File: src/hdl/assert_macros.svh
// Assertion macros shared by the RTL.
// Depends on nothing; included by the top level only.
`ifndef ASSERT_MACROS_SVH
`define ASSERT_MACROS_SVH
`ifndef SYNTHESIS
`define ASSERT_PROP(label, clk, rst_n, prop) \
    label: assert property (@(posedge clk) disable iff (!rst_n) prop) \
        else $error("assertion failed");
`define ASSERT_NEVER(label, clk, rst_n, cond) \
    label: assert property (@(posedge clk) disable iff (!rst_n) !(cond)) \
        else $error("forbidden condition seen");
`else
`define ASSERT_PROP(label, clk, rst_n, prop)
`define ASSERT_NEVER(label, clk, rst_n, cond)
`endif
`endif

File: src/hdl/isl_pkg.sv
// Types and constants for the indexed shift list.
// Used by isl_cell, isl_ctrl and indexed_shift_list_top.
`default_nettype none
package isl_pkg;

    localparam int CAPACITY = 16;
    localparam int IDX_W    = $clog2(CAPACITY);
    localparam int CNT_W    = 5;
    localparam int DATA_W   = 32;

    typedef enum logic [1:0] {
        REQ_UPDATE = 2'd0,
        REQ_DELETE = 2'd1,
        REQ_APPEND = 2'd2,
        REQ_INSERT = 2'd3
    } req_type_t;

    typedef enum logic [1:0] {
        CELL_HOLD,
        CELL_WRITE,
        CELL_DELETE,
        CELL_INSERT
    } cell_mode_t;

    typedef struct packed {
        req_type_t                 req_type;
        logic [IDX_W-1:0]          loc;
        logic signed [DATA_W-1:0]  data;
    } req_t;

    typedef struct packed {
        logic                      status;
        logic [CNT_W-1:0]          count;
        logic [CNT_W-1:0]          capacity;
        logic signed [DATA_W-1:0]  value_at_loc;
    } rsp_t;

    typedef struct packed {
        cell_mode_t                mode;
        logic [IDX_W-1:0]          loc;
        logic [CNT_W-1:0]          count;
        logic signed [DATA_W-1:0]  data;
    } cell_ctl_t;

    typedef struct packed {
        logic [CNT_W-1:0]          count;
        logic [CNT_W-1:0]          capacity;
    } list_state_t;

endpackage
`default_nettype wire

File: src/hdl/indexed_shift_list_top.sv
// Indexed shift list: a row of entry cells shifted in parallel for insert and delete.
// The response is registered at the request transfer and is valid from the cycle after it.
// Throughput: one request per cycle unless a held response stalls; the whole row updates together.
// A held response stalls requests until it transfers; both may transfer in one cycle.
// Reset clears count, capacity and the response valid; entry contents are not reset.
// Depends on isl_pkg, isl_ctrl, isl_cell and assert_macros.svh.
`default_nettype none
`include "assert_macros.svh"
module indexed_shift_list_top (
    input  wire logic          clk,
    input  wire logic          rst_n,
    input  wire logic          req_valid,
    output logic               req_ready,
    input  wire isl_pkg::req_t req,
    output logic               rsp_valid,
    input  wire logic          rsp_ready,
    output isl_pkg::rsp_t      rsp
);

    logic                 accept;
    logic                 status;
    isl_pkg::cell_ctl_t   ctl;
    isl_pkg::list_state_t st;
    isl_pkg::list_state_t st_next;

    logic signed [isl_pkg::DATA_W-1:0] entry_q    [isl_pkg::CAPACITY];
    logic signed [isl_pkg::DATA_W-1:0] entry_d    [isl_pkg::CAPACITY];
    logic signed [isl_pkg::DATA_W-1:0] left_in    [isl_pkg::CAPACITY];
    logic signed [isl_pkg::DATA_W-1:0] right_in   [isl_pkg::CAPACITY];

    logic                 rsp_valid_reg;
    logic                 rsp_valid_next;
    isl_pkg::rsp_t        rsp_reg;
    isl_pkg::rsp_t        rsp_next;

    assign req_ready = !rsp_valid_reg || rsp_ready;
    assign accept    = req_valid && req_ready;

    isl_ctrl u_ctrl (
        .clk     (clk),
        .rst_n   (rst_n),
        .accept  (accept),
        .req     (req),
        .ctl     (ctl),
        .status  (status),
        .st      (st),
        .st_next (st_next)
    );

    for (genvar g = 0; g < isl_pkg::CAPACITY; g++)
    begin : g_cell
        if (g == 0)
        begin : g_first
            assign left_in[g] = '0;
        end
        else
        begin : g_mid_l
            assign left_in[g] = entry_q[g-1];
        end
        if (g == isl_pkg::CAPACITY - 1)
        begin : g_last
            assign right_in[g] = '0;
        end
        else
        begin : g_mid_r
            assign right_in[g] = entry_q[g+1];
        end

        isl_cell u_cell (
            .clk      (clk),
            .idx      (isl_pkg::IDX_W'(g)),
            .ctl      (ctl),
            .left_in  (left_in[g]),
            .right_in (right_in[g]),
            .q        (entry_q[g]),
            .d        (entry_d[g])
        );
    end

    always_comb
    begin
        rsp_next.status       = status;
        rsp_next.count        = st_next.count;
        rsp_next.capacity     = st_next.capacity;
        rsp_next.value_at_loc = '0;
        if (isl_pkg::CNT_W'(req.loc) < st_next.count)
        begin
            rsp_next.value_at_loc = entry_d[req.loc];
        end
    end

    assign rsp_valid_next = accept || (rsp_valid_reg && !rsp_ready);

    always_ff @(posedge clk or negedge rst_n)
    begin
        if (!rst_n)
        begin
            rsp_valid_reg <= 1'b0;
        end
        else
        begin
            rsp_valid_reg <= rsp_valid_next;
        end
    end

    always_ff @(posedge clk)
    begin
        if (accept)
        begin
            rsp_reg <= rsp_next;
        end
    end

    assign rsp_valid = rsp_valid_reg;
    assign rsp       = rsp_reg;

    `ASSERT_PROP(a_cnt_le_cap, clk, rst_n, st.count <= st.capacity)
    `ASSERT_PROP(a_cap_pow2, clk, rst_n, $onehot0(st.capacity))
    `ASSERT_PROP(a_fail_keeps_count, clk, rst_n, (accept && status) |=> (st.count == $past(st.count)))
    `ASSERT_NEVER(a_cap_over, clk, rst_n, st.capacity > isl_pkg::CNT_W'(isl_pkg::CAPACITY))

endmodule
`default_nettype wire

File: src/hdl/isl_cell.sv
// One list entry: holds a word and takes a new one from itself, a neighbor or the request.
// Depends on isl_pkg.
`default_nettype none
module isl_cell (
    input  wire logic                              clk,
    input  wire logic [isl_pkg::IDX_W-1:0]         idx,
    input  wire isl_pkg::cell_ctl_t                ctl,
    input  wire logic signed [isl_pkg::DATA_W-1:0] left_in,
    input  wire logic signed [isl_pkg::DATA_W-1:0] right_in,
    output logic signed [isl_pkg::DATA_W-1:0]      q,
    output logic signed [isl_pkg::DATA_W-1:0]      d
);

    logic signed [isl_pkg::DATA_W-1:0] entry_reg;
    logic signed [isl_pkg::DATA_W-1:0] entry_next;
    logic [isl_pkg::CNT_W-1:0]         idx_ext;
    logic [isl_pkg::CNT_W-1:0]         idx_inc;
    logic [isl_pkg::CNT_W-1:0]         loc_ext;

    assign idx_ext = isl_pkg::CNT_W'(idx);
    assign idx_inc = idx_ext + isl_pkg::CNT_W'(1);
    assign loc_ext = isl_pkg::CNT_W'(ctl.loc);

    always_comb
    begin
        entry_next = entry_reg;
        case (ctl.mode)
            isl_pkg::CELL_HOLD:
            begin
                entry_next = entry_reg;
            end
            isl_pkg::CELL_WRITE:
            begin
                if (idx == ctl.loc)
                begin
                    entry_next = ctl.data;
                end
            end
            isl_pkg::CELL_DELETE:
            begin
                if ((idx_ext >= loc_ext) && (idx_inc < ctl.count))
                begin
                    entry_next = right_in;
                end
            end
            isl_pkg::CELL_INSERT:
            begin
                if (idx == ctl.loc)
                begin
                    entry_next = ctl.data;
                end
                else if ((idx_ext > loc_ext) && (idx_ext <= ctl.count))
                begin
                    entry_next = left_in;
                end
            end
            default:
            begin
                entry_next = entry_reg;
            end
        endcase
    end

    always_ff @(posedge clk)
    begin
        entry_reg <= entry_next;
    end

    assign q = entry_reg;
    assign d = entry_next;

endmodule
`default_nettype wire

File: src/hdl/isl_ctrl.sv
// Count and capacity registers, grow/shrink policy and cell command decode.
// Depends on isl_pkg.
`default_nettype none
module isl_ctrl (
    input  wire logic               clk,
    input  wire logic               rst_n,
    input  wire logic               accept,
    input  wire isl_pkg::req_t      req,
    output isl_pkg::cell_ctl_t      ctl,
    output logic                    status,
    output isl_pkg::list_state_t    st,
    output isl_pkg::list_state_t    st_next
);

    logic [isl_pkg::CNT_W-1:0] count_reg;
    logic [isl_pkg::CNT_W-1:0] count_next;
    logic [isl_pkg::CNT_W-1:0] cap_reg;
    logic [isl_pkg::CNT_W-1:0] cap_next;

    logic [isl_pkg::CNT_W-1:0] loc_ext;
    logic [isl_pkg::CNT_W:0]   cap_dbl;
    logic [isl_pkg::CNT_W-1:0] cap_room;
    logic                      room_ok;
    logic                      add_ok;
    logic [isl_pkg::CNT_W-1:0] cnt_del;
    logic [isl_pkg::CNT_W-1:0] cap_half;

    assign loc_ext  = isl_pkg::CNT_W'(req.loc);
    assign cap_dbl  = {cap_reg, 1'b0};
    assign cap_half = cap_reg >> 1;

    // grow policy
    always_comb
    begin
        room_ok  = 1'b1;
        cap_room = cap_reg;
        if (cap_reg == '0)
        begin
            cap_room = isl_pkg::CNT_W'(1);
        end
        else if (count_reg < cap_reg)
        begin
            cap_room = cap_reg;
        end
        else if (cap_reg >= isl_pkg::CNT_W'(isl_pkg::CAPACITY))
        begin
            room_ok = 1'b0;
        end
        else if (cap_dbl > (isl_pkg::CNT_W + 1)'(isl_pkg::CAPACITY))
        begin
            cap_room = isl_pkg::CNT_W'(isl_pkg::CAPACITY);
        end
        else
        begin
            cap_room = cap_dbl[isl_pkg::CNT_W-1:0];
        end
    end

    assign add_ok  = room_ok && (count_reg < isl_pkg::CNT_W'(isl_pkg::CAPACITY));
    assign cnt_del = (loc_ext < count_reg) ? count_reg - isl_pkg::CNT_W'(1) : count_reg;

    always_comb
    begin
        count_next = count_reg;
        cap_next   = cap_reg;
        status     = 1'b0;
        ctl.mode   = isl_pkg::CELL_HOLD;
        ctl.loc    = req.loc;
        ctl.count  = count_reg;
        ctl.data   = req.data;
        case (req.req_type)
            isl_pkg::REQ_UPDATE:
            begin
                if (loc_ext < count_reg)
                begin
                    ctl.mode = isl_pkg::CELL_WRITE;
                end
                else
                begin
                    status = 1'b1;
                end
            end
            isl_pkg::REQ_DELETE:
            begin
                ctl.mode   = isl_pkg::CELL_DELETE;
                count_next = cnt_del;
                if (cnt_del < cap_half)
                begin
                    cap_next = cap_half;
                end
                if (cnt_del == '0)
                begin
                    cap_next = '0;
                end
            end
            isl_pkg::REQ_APPEND:
            begin
                cap_next = cap_room;
                ctl.loc  = count_reg[isl_pkg::IDX_W-1:0];
                if (add_ok)
                begin
                    ctl.mode   = isl_pkg::CELL_WRITE;
                    count_next = count_reg + isl_pkg::CNT_W'(1);
                end
                else
                begin
                    status = 1'b1;
                end
            end
            isl_pkg::REQ_INSERT:
            begin
                if (loc_ext > count_reg)
                begin
                    status = 1'b1;
                end
                else
                begin
                    cap_next = cap_room;
                    if (add_ok)
                    begin
                        ctl.mode   = isl_pkg::CELL_INSERT;
                        count_next = count_reg + isl_pkg::CNT_W'(1);
                    end
                    else
                    begin
                        status = 1'b1;
                    end
                end
            end
            default:
            begin
                status = 1'b1;
            end
        endcase
        if (!accept)
        begin
            ctl.mode   = isl_pkg::CELL_HOLD;
        end
    end

    always_ff @(posedge clk or negedge rst_n)
    begin
        if (!rst_n)
        begin
            count_reg <= '0;
            cap_reg   <= '0;
        end
        else if (accept)
        begin
            count_reg <= count_next;
            cap_reg   <= cap_next;
        end
    end

    assign st.count         = count_reg;
    assign st.capacity      = cap_reg;
    assign st_next.count    = count_next;
    assign st_next.capacity = cap_next;

endmodule
`default_nettype wire

File: config.mk
export PLATFORM = sky130hd
export DESIGN_NAME = indexed_shift_list_top
export DESIGN_NICKNAME = d
export VERILOG_FILES = /design/src/hdl/isl_pkg.sv /design/src/hdl/indexed_shift_list_top.sv /design/src/hdl/isl_cell.sv /design/src/hdl/isl_ctrl.sv
export VERILOG_INCLUDE_DIRS = /design/src /design/src/hdl
export SDC_FILE = /design/constraint.sdc
export NUM_CORES = 2
export LEC_CHECK = 0
export BUFFER_PORTS_ARGS = -buffer_cell sky130_fd_sc_hd__buf_2
export CAP_MARGIN = 20
export CORE_MARGIN = 2
export CORE_UTILIZATION = 40
export CTS_CLUSTER_DIAMETER = 30
export CTS_CLUSTER_SIZE = 8
export DETAILED_ROUTE_END_ITERATION = 8
export PLACE_DENSITY = 0.54
export SYNTH_ARGS = -nofsm -noshare
export SYNTH_HDL_FRONTEND = slang
export SYNTH_SLANG_ARGS = --single-unit
export TNS_END_PERCENT = 20
File: constraint.sdc
create_clock -name clk -period 7 [get_ports clk]
set_clock_uncertainty 0.1 [all_clocks]
set_input_delay 0.35 -clock clk [delete_from_list [all_inputs] [get_ports clk]]
set_output_delay 0.35 -clock clk [all_outputs]
set_load 0.01 [all_outputs]
# After elaboration in Yosys (flattened, before gate mapping)
# Index checks and enable logic that the tools add are counted.
# totals
output_inout_bits,45
elab_cells,273
inputBits,42
regBits,566
# classes
n_bitwise,1
magnitude_cmp,73
n_reduce_logical,44
mux,109
eq_ne,21
addsub,2
# op_table
cell,n
two-way mux 32 bit,66
case mux 32 bit (4 select lines),16
binary-select mux 32 bit (select 4 bit),1
two-way mux 5 bit,10
"<= comparator 4 x 5 -> 1 bit, first input constant",8
"less-than comparator 4 x 5 -> 1 bit, first input constant",8
logical AND 1 bit,35
"equality test 4 bit, first input constant",8
">= comparator 4 bit, first input constant",8
"greater-than comparator 4 bit, first input constant",8
case mux 5 bit (3 select lines),2
"<= comparator 3 x 5 -> 1 bit, first input constant",4
"less-than comparator 3 x 5 -> 1 bit, first input constant",4
"equality test 3 x 4 -> 1 bit, first input constant",4
">= comparator 3 x 4 -> 1 bit, first input constant",4
"greater-than comparator 3 x 4 -> 1 bit, first input constant",4
">= comparator 5 bit, second input constant",2
"<= comparator 1 x 5 -> 1 bit, first input constant",2
"<= comparator 2 x 5 -> 1 bit, first input constant",2
zero test 5 bit,2
"less-than comparator 2 x 5 -> 1 bit, first input constant",2
less-than comparator 4 x 5 -> 1 bit,2
"equality test 2 bit, second input constant",4
"equality test 2 x 4 -> 1 bit, first input constant",2
other kinds (25),42

# Logic depth before layout (Yosys ltp)
# logic_depth
word_depth,14
mapped_depth,25
mapped_depth_nobuf,20

# By module
# A second synthesis with hierarchy kept.
# unflattened
cells_unflattened,5166
hier_area_um2,47058.9
# modules_own_cells
mod,cells_per_inst,n_inst,area_each_um2
isl_cell (g_cell[14].u_cell ...),298,11,2593.7
isl_cell (g_cell[0].u_cell ...),251,5,2219.6
indexed_shift_list_top,367,1,5494.0
isl_ctrl,266,1,1935.6

# Worst setup path after synthesis
# Ideal clock, no wire load.
# synth_path
path_kind,register to register
from,reg u_ctrl.count_reg[3] (netlist name)
to,"reg rsp_reg, in the netlist rsp[29] (data pin)"
path_stages_with_launch,25
setup_time_ns,0.188
path_buffers,5
path_slack_ns,2.077
period_less_slack_ns,4.923
t_arrival_ns,4.635
path_cell_list,dfrtp_1 buf_2 buf_2 buf_2 inv_1 ha_1 nand3_1 o221ai_1 buf_2 nand2_1 a21oi_1 o21ai_0 nand2_1 o21ai_0 a21o_1 ha_1 or3_1 or3_1 mux2i_1 o31a_1 clkbuf_1 o211a_1 o221ai_1 a311o_1 o41ai_1
# synth_via
elab_chain_cells,13
# synth_lines
element,line,rtl
"start, declared",isl_ctrl.sv:15,logic [isl_pkg::CNT_W-1:0] count_reg;
"start signal, assigned",isl_ctrl.sv:150,count_reg <= count_next;
less-than comparator 5 bit,isl_ctrl.sv:41,else if (count_reg < cap_reg)
two-way mux 1 bit,isl_ctrl.sv:41,
two-way mux 1 bit,isl_ctrl.sv:37,if (cap_reg == '0)
logical AND 1 bit,isl_ctrl.sv:59,assign add_ok = room_ok && (count_reg < isl_pkg::CNT_W'(isl_pkg::CAPACITY));
two-way mux 2 bit,isl_ctrl.sv:119,if (add_ok)
two-way mux 2 bit,isl_ctrl.sv:112,if (loc_ext > count_reg)
case mux 2 bit (4 select lines),isl_ctrl.sv:71,case (req.req_type)
two-way mux 2 bit,isl_ctrl.sv:135,if (!accept)
equality test 2 bit (tied with other cells),isl_cell.sv:27,case (ctl.mode)
case mux 32 bit (4 select lines),isl_cell.sv:27,
binary-select mux 32 bit (select 4 bit),indexed_shift_list_top.sv:88,rsp_next.value_at_loc = entry_d[req.loc];
two-way mux 32 bit (implied by the code) (2 in a row),indexed_shift_list_top.sv:88,
"end signal, assigned",indexed_shift_list_top.sv:110,rsp_reg <= rsp_next;
"end, declared",indexed_shift_list_top.sv:33,isl_pkg::rsp_t rsp_reg;
# Parallel ways exist; a longest one is shown, timed or not. The select of a mux whose other input is x is not followed.
# A chain may end at the register's enable or synchronous reset.

# Final worst setup path
# layout_path
from,reg u_ctrl.count_reg[2] (netlist name)
to,"reg rsp_reg, in the netlist rsp[11] (data pin)"
# The elaborated chain is that of the path after synthesis.

==> results.json <==
{
  "worst_pin_slew_ps": 1350,
  "initial_core_util_pct": 40.3,
  "post_cts_buffers": 0,
  "num_vias": 51900,
  "grt_max_degree": 99,
  "cts_tree": "built",
  "synth-seq-cells": 566,
  "io_buffers": 86,
  "crit_type": "flop to flop",
  "final_nets": 5559,
  "wire_per_inst_um": 37.5,
  "multiInputGateArea_mm2": 0.0268,
  "die_w_um": 324,
  "seq_area_mm2": 0.0118,
  "cts_sinks": 566,
  "cp_num_buf_inv": 3,
  "min_to": "g_cell[0].u_cell.q[5]",
  "ys_types": 107,
  "die_y_um": 324,
  "design_area_mm2": 0.0497,
  "cp-end-kind": "flop",
  "grt_pass1_wl_mm": 364,
  "antenna_found_initial": 18,
  "place.gp.congestion": 1.09,
  "setup-violations-final": 0,
  "drtPass1Iterations": 8,
  "dpl_cell_area_mm2": 0.0434,
  "maxCapViolCount": 0,
  "rows": 117,
  "grt_pass1_vias": 47600,
  "die-area_mm2": 0.105,
  "synth-edff-count": 43,
  "hold_class": "primary input to flop",
  "clk_path_buf_depth": 3,
  "clock_latency_ps": 790,
  "worstPathCellList": "inv_1, ha_1, a21oi_1, o221ai_1, buf_4, nand2_1, nor2_1, a21oi_1, o21ai_0, nand2_1, o21ai_0, a21o_1, ha_1, or3_1, or3_1, mux2i_1, o31a_1, buf_4, o221ai_1, a211oi_1, a41o_1",
  "irDropWorstVdd_mv": 0.225,
  "maxSlewHeadroom_pct": 10.1,
  "required_ps": 7540,
  "core-area_mm2": 0.102,
  "nFillCells": 10100,
  "synth_nets": 5534,
  "cp_max_fo": 24,
  "static-leakage-power_nw": 19.5,
  "wl_mm": 264,
  "cp_top_family": "compound AO/OA/AOI/OAI gates",
  "min_period_ps": 5770,
  "largest_reg_flops": 512,
  "ios": 87,
  "wl_met2_mm": 104,
  "worst_path_max_delay_cell": "a211oi_1",
  "drt_iter0_drc": 9090,
  "tns_ps": 0,
  "r2r_setup_slack_ps": 1230,
  "crit_start": "u_ctrl.count_reg[2]",
  "via_per_inst": 7.38,
  "syn-cell-area_mm2": 0.0410,
  "drive_gt1_share_pct": 16.3,
  "min_period_over_period_pct": 82.4,
  "p_total_mw": 23.5,
  "wirelength_met1_mm": 95.6,
  "layout_commonest_cell": "nand2_1",
  "yosysWarnings": 0,
  "hold-worst-slack_ps": 51.7,
  "syn_area_per_cell_um2": 7.49,
  "hpwl_mm": 187,
  "mostFrequentLayoutCells": "nand2_1, nor2_1, dfxtp_1, o21ai_0, a21oi_1",
  "ys.flop_type": "dfxtp_1",
  "cp.arrival_ps": 6310,
  "antenna_left": 0,
  "grt_usage_pct": 48.6,
  "finalHoldViolCount": 0,
  "power.density_mw_per_mm2": 472,
  "clk_pin_slew_ps": 40,
  "wl_met3_mm": 41.5,
  "synth-async-reset-ratio_pct": 1.94,
  "drc": 0,
  "report.final.slew_viol_count": 0,
  "htreeDepth": 4,
  "rsz0062_at_grt": "no",
  "numCtsBuffers": 180,
  "synth.yosys.seq_area_share_pct": 28.8,
  "synthCells": 5473,
  "top_layer": "met5",
  "outcome": "finished clean",
  "slowest_delay_ps": 790,
  "reg2reg_to": "rsp[11]",
  "hp-start": "req[5]",
  "fmax_mhz": 173,
  "syn_to_final_growth_pct": 21.3,
  "root_buffer": "clkbuf_16",
  "r2r_start": "u_ctrl.count_reg[2]",
  "cp-start-kind": "flop",
  "hold_depth": 3,
  "grt_overflow_total": 0,
  "rr_worst_depth": 21
}
==> worst reg2reg max path, stage by stage (launching register included) <==
cell and delay (ps):
dfrtp_1 360, inv_1 260, ha_1 340, a21oi_1 180
o221ai_1 140, buf_4 210, nand2_1 160, nor2_1 90
a21oi_1 230, o21ai_0 110, nand2_1 80, o21ai_0 110
a21o_1 200, ha_1 200, or3_1 360, or3_1 310
mux2i_1 360, o31a_1 190, buf_4 430, o221ai_1 250
a211oi_1 790, a41o_1 170
==> per-layer routing <==
| metal | vias to the layer above | track usage, % |
|---|---|---|
| met5 | - | 0 |
| met4 | 12 | 35.9 |
| met3 | 1104 | 18.9 |
| met2 | 4679 | 67.4 |
| met1 | 25200 | 60.5 |
| li1 | 21000 | - |
==> worst max-delay path by stage <==
| stage | to | slack, ps | cells past startpoint |
|---|---|---|---|
| 2_1_floorplan | rsp[29] | 2080 | 24 |
| 3_3_place_gp | rsp[25] | 1420 | 22 |
| 3_5_place_dp | rsp[25] | 1420 | 22 |
| 4_1_cts | rsp[25] | 1400 | 22 |
| 5_1_grt | rsp[25] | 970 | 22 |
| 6_report | rsp[11] | 1230 | 21 |
==> per-stage QoR <==
stage | setup WS [ps] | utilization (%) | std cells
after floorplan | 2080 | - | 5473
after global placement | 1420 | 42.6 | 6668
after detailed placement | 1420 | 42.6 | 6672
after CTS | 1400 | 48.8 | 7012
after global routing | 969 | 48.8 | 7017
final | 1230 | 48.9 | 7031
==> Yosys cell counts, types with 16 or more instances <==
master,instances,area share [%]
nand4_1,27,0.41
mux2i_1,290,7.1
mux2_2,56,1.5
ha_1,19,0.58
dfxtp_1,512,25
o21ai_0,437,5.3
a21o_1,38,0.70
o31ai_1,34,0.62
and2_1,20,0.31
a22oi_1,55,1.0
nor2b_1,17,0.26
a211o_1,27,0.58
clkbuf_1,294,2.7
nand3_1,145,1.8
nor4_1,16,0.24
a21oi_1,373,4.6
o22a_1,37,0.79
nand2b_1,30,0.46
o221a_2,46,1.3
nor2_1,528,4.8
o211ai_1,91,1.7
a31oi_1,155,2.4
a2bb2oi_1,18,0.38
o221ai_1,81,1.7
o211a_1,18,0.44
buf_4,32,0.59
a221o_1,48,1.2
edfxtp_1,43,3.2
buf_2,174,2.1
nand2_1,713,6.5
o2111ai_1,19,0.41
o22ai_1,238,3.6
buf_1,33,0.30
and3_1,42,0.64
a221oi_1,34,0.73
inv_1,78,0.71
or3_1,40,0.61
a211oi_1,95,1.7
a22o_1,25,0.53
o2bb2ai_1,22,0.47
o21a_1,31,0.57
o32ai_1,34,0.73
nor3_1,108,1.3
a32oi_1,16,0.34
==> kinds of logic (layout without fill, tap and decap cells) <==
logic type | after synthesis | count (layout) | synth area share, %
buf+inv | 621 | 797 | 6.56
compound gates | 2156 | 2156 | 36.3
xor+xnor | 6 | 6 | 0.128
fa+ha+maj | 19 | 19 | 0.580
flops | 566 | 566 | 28.8
other cells | 0 | 14 | 0
simple gates | 1755 | 1755 | 18.8
mux | 350 | 350 | 8.78
==> power breakdown <==
group | internal (mW) | switching [mW]
registers | 4.78 | 1.85
clock network | 5.81 | 2.50
logic | 3.06 | 5.47
==> what timing repair did <==
item | 4_1_cts | 5_1_grt
hold buffers | 7 | 0
resized for setup | 0 | 0
endpoints found under the hold margin | 15 | 0
==> final cells by class <==
| cell class | count | area share [%] |
|---|---|---|
| multi-input cells | 4286 | 53.9 |
| flip-flops and latches | 566 | 23.8 |
| clock buffers | 273 | 10.9 |
| repair buffers | 380 | 5.72 |
| well taps | 1368 | 3.44 |
| clock inverters | 60 | 1.52 |
| inverters | 84 | 0.639 |
| diodes | 14 | 0.0705 |
Note: power is estimated with default switching activity, not from simulation.
